==> config.mk <==
export PLATFORM = sky130hd
export DESIGN_NAME = sliding_window_event_counter_unit_flat
export DESIGN_NICKNAME = d
export VERILOG_FILES = /design/src/design/swec_pkg.sv /design/src/design/swec_if.sv /design/src/design/sliding_window_event_counter_unit.sv /design/src/flat_wrapper.sv
export SDC_FILE = /design/constraint.sdc
export NUM_CORES = 2
export LEC_CHECK = 0
export ABC_CLOCK_PERIOD_IN_PS = 6330
export BUFFER_PORTS_ARGS = -buffer_cell sky130_fd_sc_hd__clkbuf_2
export CAP_MARGIN = 20
export CORE_MARGIN = 8
export CORE_UTILIZATION = 40
export DETAILED_ROUTE_END_ITERATION = 6
export GPL_TIMING_DRIVEN = 1
export MAX_ROUTING_LAYER = met4
export PLACE_DENSITY = 0.57
export SLEW_MARGIN = 5
export SYNTH_ARGS = -nofsm -noshare
export SYNTH_HDL_FRONTEND = slang
export SYNTH_SLANG_ARGS = --single-unit
==> constraint.sdc <==
create_clock -name clock -period 6.33 [get_ports clock]
set_input_delay 0.3165 -clock clock [delete_from_list [all_inputs] [get_ports clock]]
set_output_delay 0.3165 -clock clock [all_outputs]
set_load 0.1 [all_outputs]
==> src/design/swec_pkg.sv <==
// ----------------------------------------------------------------------------
// swec_pkg
// shared constants for the sliding window event counter
// ----------------------------------------------------------------------------
package swec_pkg;

   localparam int DEPTH_DEFAULT     = 64;
   localparam int TIME_BITS_DEFAULT = 40;
   localparam int WINDOW_BITS       = 20;
   localparam int COUNT_BITS        = 7;

   localparam logic [WINDOW_BITS-1:0] WINDOW_RESET = 20'd10800;

endpackage

==> src/design/swec_if.sv <==
// ----------------------------------------------------------------------------
// swec channel interfaces
// valid/ready channels for event beats, count beats and window writes
// ----------------------------------------------------------------------------
interface swec_req_if #(parameter int TIME_BITS = swec_pkg::TIME_BITS_DEFAULT) ();
   logic                 valid;
   logic                 ready;
   logic [TIME_BITS-1:0] event_time;

   modport source (output valid, output event_time, input ready);
   modport sink   (input valid, input event_time, output ready);
endinterface

interface swec_rsp_if ();
   logic                             valid;
   logic                             ready;
   logic [swec_pkg::COUNT_BITS-1:0]  events_in_window;

   modport source (output valid, output events_in_window, input ready);
   modport sink   (input valid, input events_in_window, output ready);
endinterface

interface swec_csr_if ();
   logic                             valid;
   logic                             ready;
   logic [swec_pkg::WINDOW_BITS-1:0] window_seconds;

   modport source (output valid, output window_seconds, input ready);
   modport sink   (input valid, input window_seconds, output ready);
endinterface

==> src/design/sliding_window_event_counter_unit.sv <==
// ----------------------------------------------------------------------------
// sliding_window_event_counter_unit
// keeps the last DEPTH event stamps in a ring memory and counts those that
// lie within the configured window of each new event
// ----------------------------------------------------------------------------
// Each event beat is written into a ring memory of DEPTH stamps (the oldest
// is overwritten once the ring is full), then every valid entry is read back
// through the single read port, one per cycle, and compared with the new
// stamp. The count beat is loaded into the output register after the scan,
// drain and finish states; finish waits while the previous count is still
// unaccepted, and the next event beat is taken once the block is back in
// idle. A new event is taken while the previous count still waits
// in the output register. Stamps equal to or later than the new one always
// count; the count is reported in its low 7 bits. Window writes are taken on
// every cycle and take effect on the next cycle, so they belong between events.
module sliding_window_event_counter_unit #(
   parameter int DEPTH     = swec_pkg::DEPTH_DEFAULT,
   parameter int TIME_BITS = swec_pkg::TIME_BITS_DEFAULT
) (
   input  logic       clock,
   input  logic       reset,
   swec_req_if.sink   req_if,
   swec_rsp_if.source rsp_if,
   swec_csr_if.sink   csr_if
);
   import swec_pkg::*;

   localparam int IDX_W  = (DEPTH > 1) ? $clog2(DEPTH) : 1;
   localparam int FILL_W = $clog2(DEPTH + 1);
   localparam int CMP_W  = (TIME_BITS > WINDOW_BITS) ? TIME_BITS : WINDOW_BITS;

   localparam logic [1:0] S_IDLE   = 2'd0;
   localparam logic [1:0] S_SCAN   = 2'd1;
   localparam logic [1:0] S_DRAIN  = 2'd2;
   localparam logic [1:0] S_FINISH = 2'd3;

   localparam logic [IDX_W-1:0]  LAST_IDX   = IDX_W'(DEPTH - 1);
   localparam logic [FILL_W-1:0] FILL_FULL  = FILL_W'(DEPTH);

   logic [TIME_BITS-1:0] stamp_mem [DEPTH];

   logic [1:0]             state_ff, state_in;
   logic [IDX_W-1:0]       wr_ptr_ff, wr_ptr_in;
   logic [FILL_W-1:0]      fill_ff, fill_in;
   logic [IDX_W-1:0]       rd_idx_ff, rd_idx_in;
   logic                   rd_vld_ff, rd_vld_in;
   logic [TIME_BITS-1:0]   rd_data_ff;
   logic [TIME_BITS-1:0]   now_ff, now_in;
   logic [FILL_W-1:0]      cnt_ff, cnt_in;
   logic [WINDOW_BITS-1:0] window_ff, window_in;
   logic                   rsp_valid_ff, rsp_valid_in;
   logic [COUNT_BITS-1:0]  rsp_count_ff, rsp_count_in;

   logic                   accept;
   logic                   hit;
   logic                   load_rsp;
   logic [CMP_W-1:0]       diff;
   logic [FILL_W+COUNT_BITS-1:0] cnt_ext;

   assign accept        = req_if.valid && req_if.ready;
   assign req_if.ready  = (state_ff == S_IDLE);
   assign csr_if.ready  = 1'b1;
   assign rsp_if.valid  = rsp_valid_ff;
   assign rsp_if.events_in_window = rsp_count_ff;

   assign diff    = CMP_W'(now_ff) - CMP_W'(rd_data_ff);
   assign hit     = rd_vld_ff && ((rd_data_ff >= now_ff) || (diff <= CMP_W'(window_ff)));
   assign cnt_ext = {{COUNT_BITS{1'b0}}, cnt_ff};
   assign load_rsp = (state_ff == S_FINISH) && (!rsp_valid_ff || rsp_if.ready);

   always_comb begin
      state_in     = state_ff;
      wr_ptr_in    = wr_ptr_ff;
      fill_in      = fill_ff;
      rd_idx_in    = rd_idx_ff;
      rd_vld_in    = 1'b0;
      now_in       = now_ff;
      cnt_in       = hit ? cnt_ff + 1'b1 : cnt_ff;
      window_in    = csr_if.valid ? csr_if.window_seconds : window_ff;
      rsp_count_in = rsp_count_ff;
      rsp_valid_in = rsp_valid_ff && !rsp_if.ready;

      unique case (state_ff)
         S_IDLE: begin
            if (accept) begin
               now_in    = req_if.event_time;
               wr_ptr_in = (wr_ptr_ff == LAST_IDX) ? '0 : wr_ptr_ff + 1'b1;
               fill_in   = (fill_ff < FILL_FULL) ? fill_ff + 1'b1 : fill_ff;
               rd_idx_in = '0;
               cnt_in    = '0;
               state_in  = S_SCAN;
            end
         end
         S_SCAN: begin
            rd_vld_in = 1'b1;
            if (FILL_W'(rd_idx_ff) == fill_ff - 1'b1) begin
               state_in = S_DRAIN;
            end else begin
               rd_idx_in = rd_idx_ff + 1'b1;
            end
         end
         S_DRAIN: begin
            state_in = S_FINISH;
         end
         S_FINISH: begin
            if (load_rsp) begin
               rsp_count_in = cnt_ext[COUNT_BITS-1:0];
               rsp_valid_in = 1'b1;
               state_in     = S_IDLE;
            end
         end
         default: begin
            state_in = S_IDLE;
         end
      endcase
   end

   always_ff @(posedge clock) begin
      if (accept) begin
         stamp_mem[wr_ptr_ff] <= req_if.event_time;
      end
      rd_data_ff <= stamp_mem[rd_idx_ff];
   end

   always_ff @(posedge clock) begin
      if (reset) begin
         state_ff     <= S_IDLE;
         wr_ptr_ff    <= '0;
         fill_ff      <= '0;
         rd_vld_ff    <= 1'b0;
         window_ff    <= WINDOW_RESET;
         rsp_valid_ff <= 1'b0;
      end else begin
         state_ff     <= state_in;
         wr_ptr_ff    <= wr_ptr_in;
         fill_ff      <= fill_in;
         rd_vld_ff    <= rd_vld_in;
         window_ff    <= window_in;
         rsp_valid_ff <= rsp_valid_in;
      end
   end

   always_ff @(posedge clock) begin
      rd_idx_ff    <= rd_idx_in;
      now_ff       <= now_in;
      cnt_ff       <= cnt_in;
      rsp_count_ff <= rsp_count_in;
   end

`ifndef SYNTHESIS
   a_fill_bound: assert property (@(posedge clock) disable iff (reset)
      fill_ff <= FILL_FULL)
      else $error("fill count beyond depth");

   a_scan_in_fill: assert property (@(posedge clock) disable iff (reset)
      (state_ff == S_SCAN) |-> (FILL_W'(rd_idx_ff) < fill_ff))
      else $error("read beyond written entries");

   a_rsp_from_finish: assert property (@(posedge clock) disable iff (reset)
      $rose(rsp_valid_ff) |-> ($past(state_ff) == S_FINISH))
      else $error("count beat raised outside finish");

   a_count_nonzero: assert property (@(posedge clock) disable iff (reset)
      (rsp_valid_ff && (DEPTH < 128)) |-> (rsp_count_ff != '0))
      else $error("new event missing from its own count");

   a_hit_only_scanning: assert property (@(posedge clock) disable iff (reset)
      rd_vld_ff |-> ($past(state_ff) == S_SCAN))
      else $error("read data valid outside scan");
`endif

endmodule

==> src/flat_wrapper.sv <==
// flat-port wrapper written by rule: the top's interface ports become plain ports
module sliding_window_event_counter_unit_flat import swec_pkg::*;
#(
   parameter int DEPTH     = swec_pkg::DEPTH_DEFAULT,
   parameter int TIME_BITS = swec_pkg::TIME_BITS_DEFAULT
)
  (clock, reset, req_if_valid, req_if_event_time, req_if_ready, rsp_if_valid, rsp_if_events_in_window, rsp_if_ready, csr_if_valid, csr_if_window_seconds, csr_if_ready);
  swec_req_if #(.TIME_BITS(TIME_BITS)) req_if_i ();
  swec_rsp_if rsp_if_i ();
  swec_csr_if csr_if_i ();
  input  logic clock;
  input  logic reset;
  input wire logic [$bits(req_if_i.valid)-1:0] req_if_valid;
  input wire logic [$bits(req_if_i.event_time)-1:0] req_if_event_time;
  output wire logic [$bits(req_if_i.ready)-1:0] req_if_ready;
  output wire logic [$bits(rsp_if_i.valid)-1:0] rsp_if_valid;
  output wire logic [$bits(rsp_if_i.events_in_window)-1:0] rsp_if_events_in_window;
  input wire logic [$bits(rsp_if_i.ready)-1:0] rsp_if_ready;
  input wire logic [$bits(csr_if_i.valid)-1:0] csr_if_valid;
  input wire logic [$bits(csr_if_i.window_seconds)-1:0] csr_if_window_seconds;
  output wire logic [$bits(csr_if_i.ready)-1:0] csr_if_ready;
  assign req_if_i.valid = req_if_valid;
  assign req_if_i.event_time = req_if_event_time;
  assign req_if_ready = req_if_i.ready;
  assign rsp_if_valid = rsp_if_i.valid;
  assign rsp_if_events_in_window = rsp_if_i.events_in_window;
  assign rsp_if_i.ready = rsp_if_ready;
  assign csr_if_i.valid = csr_if_valid;
  assign csr_if_i.window_seconds = csr_if_window_seconds;
  assign csr_if_ready = csr_if_i.ready;
  sliding_window_event_counter_unit #(.DEPTH(DEPTH), .TIME_BITS(TIME_BITS)) u_core (.clock(clock), .reset(reset), .req_if(req_if_i), .rsp_if(rsp_if_i), .csr_if(csr_if_i));
endmodule
==> results summary <==
The overall die height came out at 528 um. Setup repair after global routing left no endpoint under its margin. The number of global-route vias before repair came out at 51.0k.

Synthesis produced a netlist whose cell count is 4,504. The clock tree from TritonCTS is yes. The final setup violation count is 0. The average via count per standard cell came out at roughly 5.8.

After detailed routing, the number of remaining DRC violations is 0. The number of search-and-repair iterations in the first detailed-routing pass is 6. The final critical-path required period came out at 5.28 ns.

In this run the remaining antenna-violating nets after routing total 0. The XOR/XNOR share of the synthesized area is 0.434%. During placement, the flow inserted port buffers numbering 73.

For the worst flop-to-flop path, the logic depth is 21. The most common library cell in the layout ignoring fill and taps is sky130_fd_sc_hd__edfxtp_1. The largest net degree at the start of global routing is around 100. The clock input transition at the sequential cells of the worst setup and hold paths is ~0.06 ns. Dividing the detail-routed wire length by the instance count gives around 33 um.

The element type at the critical path end is a flop. The synthesized-area fraction occupied by ao, oa, aoi and oai cells is approximately 1.2%. In this run the worst hold path is classified as input pin to flop.

During I/O placement, the number of pins put on the boundary was 75. The standard-cell row count is around 190. The detailed router placed approximately 50k vias in this run. The synthesized netlist devotes ~1.5% of its cell area to simple gates. The first element of the critical path is u_core.now_ff[0]. The floorplan step defined a die boundary enclosing roughly 0.28 mm2. In this run the most critical hold path is launched from req_if_event_time[36]. The DRC marker count from the first detailed-route iteration is between 5k and 6k. The setup path with the least slack is of type flop to flop. The number of violations of the max-capacitance limit is 0. The number of CTS-inserted buffers is just under 300. The number of fill cells is ~22k. The total congestion overflow came out at 0. The net count reported at finish is around 5.0k. The placed instance area came out at roughly 0.11 mm2. Cells with a size suffix above 1 make up 30.9% of the layout.

The final design area excluding fillers is 0.121 mm2. The number of buffers inserted by post-CTS setup repair is 0. The H-tree was split into 5 levels. Setup total negative slack on the finished layout was measured at 0 ns. Among all flip-flop cells after synthesis, the most frequent one is sky130_fd_sc_hd__edfxtp_1. Counting along the longest clock path gives a buffer depth of 4.

The data arrival time of the critical path came out at 6.13 ns. The share of the yosys chip area belonging to registers is 76.5%. The register area came out at roughly 0.08 mm2. The die is between 500 and 600 um wide. For this run, the top clock speed supported by timing is between 0.15 and 0.2 GHz. The insertion delay of the later-clocked pin in the worst-skew pair is about 0.9 ns. The first global-routing pass estimated 400,000 um of wire.

The endpoint required time on the critical path came out at ~7.2 ns. Cells fill roughly 46% of the core in the end. Leaving out fill and tap cells, the most frequent cells in the layout are sky130_fd_sc_hd__edfxtp_1 (2,613), sky130_fd_sc_hd__mux4_2 (840), sky130_fd_sc_hd__clkbuf_16 (306), sky130_fd_sc_hd__buf_4 (129), sky130_fd_sc_hd__dfxtp_1 (84).

The area growth from synthesis to final layout came out at 15.0%. The analysis attributes to cell leakage a power of 37.3 nW. STA classifies the critical path startpoint as a flop. The post-synthesis instance area came out at between 0.1 and 0.15 mm2. Global routing consumed, over all layers together, roughly a fifth of the routing resources. The number of antenna violations at the first check in global routing came out at 15. Synthesis inferred 2,697 register bits. For this run, the number of Yosys warnings is 0.

The startpoint identified for the worst register-to-register timing path is u_core.now_ff[0]. At the end of routability-driven placement, the weighted congestion stood at roughly 0.87. The worst-case vdd ir drop came out at between 0.3 and 0.4 mV.

The netlist uses 76 different library cells. A synthesized cell averages about 23 um2. The total power of the final layout came out at approximately 50 mW.

The number of max-slew violations in the final report is 0. The destination of the worst register-to-register timing path is u_core.cnt_ff[5]. Once detailed placement completed, the half-perimeter wirelength came to 160,000 um.

The run finished with clean final reports. For this design the ratio of total power to cell area is 425 mW/mm2. The post-cts sizing count came out at 0. The total routed wirelength is 284,000 um. The setup slack of the critical path after layout came out at ~1.1 ns. The end point of the critical path is u_core.cnt_ff[5].

The synthesized net count came out at around 4.6k. In this run the clock root is driven by a sky130_fd_sc_hd__clkbuf_16. Between clock sinks in the finished design, the worst skew comes to 0.0506 ns.

The floorplan step defined a core boundary enclosing 0.261 mm2. Measured against the total synthesized area, the mux share comes to between 10% and 20%. The adder and majority gate portion of the synthesized area is less than 1%. At the placement stage, the worst setup path has a slack of 1.16 ns.

The clock sink count is 2,697. The initial cell density of the core came out at around two fifths. The area taken by multi-input logic gates is 0.0238 mm2. The worst relative slew slack is 20.3%. The combinational family with the most area after synthesis is multiplexers. The worst reg-to-reg setup slack is between 1 and 1.5 ns.

Of all flip-flops after synthesis, the portion carrying an async set or reset was 0%. The final clock period utilization by the worst path came out at 83.4%. The slew at the pin closest to its max-slew limit came out at 1.19 ns. The number of enable flip-flop cells after synthesis is roughly 2.6k. The hold violation count in the final report is 0.

In this run the worst path has a maximum fanout of 12. The count of hold buffers inserted by post-cts repair came out at 51.
layout make-up:
cell class	count	area share, %
Sequential cell	2697	66.5
Multi-Input combinational cell	1493	19.7
Clock buffer	394	6.70
Tap cell	3515	3.65
Timing Repair Buffer	314	2.52
Clock inverter	109	0.617
Inverter	78	0.243
Antenna cell	12	0.0249
routing by layer:
metal  vias to the layer above  GRT usage, %  share of wire [%]
li1                      20000             -                  -
met1                     27500          29.2                 43
met2                      2024          31.9                 47
met3                       364          4.02                7.9
met4                         0          4.46                2.1
met5                         -             -                  0
critical path, stage by stage (launching register included):
cell and delay, ns:
sky130_fd_sc_hd__edfxtp_1 0.31, sky130_fd_sc_hd__inv_1 0.04, sky130_fd_sc_hd__ha_1 0.23, sky130_fd_sc_hd__fa_1 0.40
sky130_fd_sc_hd__nand2b_1 0.18, sky130_fd_sc_hd__a21oi_1 0.28, sky130_fd_sc_hd__nor2_1 0.12, sky130_fd_sc_hd__o21ai_0 0.29
sky130_fd_sc_hd__a31oi_1 0.16, sky130_fd_sc_hd__xnor2_1 0.18, sky130_fd_sc_hd__ha_1 0.31, sky130_fd_sc_hd__nand4_1 0.14
sky130_fd_sc_hd__nor4_1 0.41, sky130_fd_sc_hd__nor2b_1 0.19, sky130_fd_sc_hd__nor2_1 0.11, sky130_fd_sc_hd__nor4_1 0.24
sky130_fd_sc_hd__nand4_1 0.13, sky130_fd_sc_hd__nor3_1 0.20, sky130_fd_sc_hd__nand4_1 0.11, sky130_fd_sc_hd__o41a_1 0.55
sky130_fd_sc_hd__or3_1 0.44, sky130_fd_sc_hd__a21oi_1 0.16
sequential cells by signal, summed over array words and instances, names as in the netlist:
name / count
u_core.cnt_ff: 7
u_core.fill_ff: 7
u_core.now_ff: 40
u_core.rd_data_ff: 40
u_core.rd_idx_ff: 6
u_core.rd_vld_ff: 1
u_core.rsp_if.events_in_window: 7
u_core.rsp_if.valid: 1
u_core.stamp_mem: 2560
u_core.state_ff: 2
u_core.window_ff: 20
u_core.wr_ptr_ff: 6
where the power goes:
part	switching, mW	internal, mW
clock network	6.72	9.24
registers	0.206	20.1
logic	8.16	6.81
synthesized netlist by cell type, drive strengths merged (7+ instances only):
master	count	area share [%]
nor2	128	0.46
a31oi	7	0.042
dfxtp	84	1.6
and2	7	0.042
o21bai	8	0.057
o211ai	9	0.064
xnor2	29	0.24
clkbuf	163	0.60
nor3	11	0.062
mux2i	20	0.19
or3	11	0.066
nand4	32	0.21
o21a	9	0.064
nand2	61	0.22
a21oi	67	0.36
a21o	16	0.11
edfxtp	2613	75
or2	9	0.054
nand3	16	0.076
xor2	22	0.19
o21ai	40	0.19
nor4	7	0.042
inv	78	0.28
mux4	840	18
nor2b	9	0.056
ha	69	0.82
buf	73	0.38
worst min-delay path by stage:
stage                                                   end  cells past startpoint
after floorplan                            u_core.now_ff[0]                      0
after global placement    u_core.rsp_if.events_in_window[6]                      0
after detailed placement  u_core.rsp_if.events_in_window[6]                      0
after CTS                           u_core.stamp_mem[37][9]                      2
after global routing               u_core.stamp_mem[60][36]                      2
final                              u_core.stamp_mem[60][36]                      2
stage by stage:
step,hold WS [ns],cells
2_1_floorplan,0.415,4504
6_report,0.0382,8612
4_1_cts,0.00320,8587
5_1_grt,0.0358,8608
3_3_place_gp,0.438,8024
3_5_place_dp,0.455,8033
cells by family after synthesis:
logic type / count (synthesis)
XOR/XNOR: 51
flip-flops: 2697
buffers and inverters: 314
multiplexers: 861
other: 1
adder cells (fa/ha/maj): 70
AO/OA/AOI/OAI: 192
AND/OR/NAND/NOR: 318
Note: power is estimated with default switching activity, not from simulation.
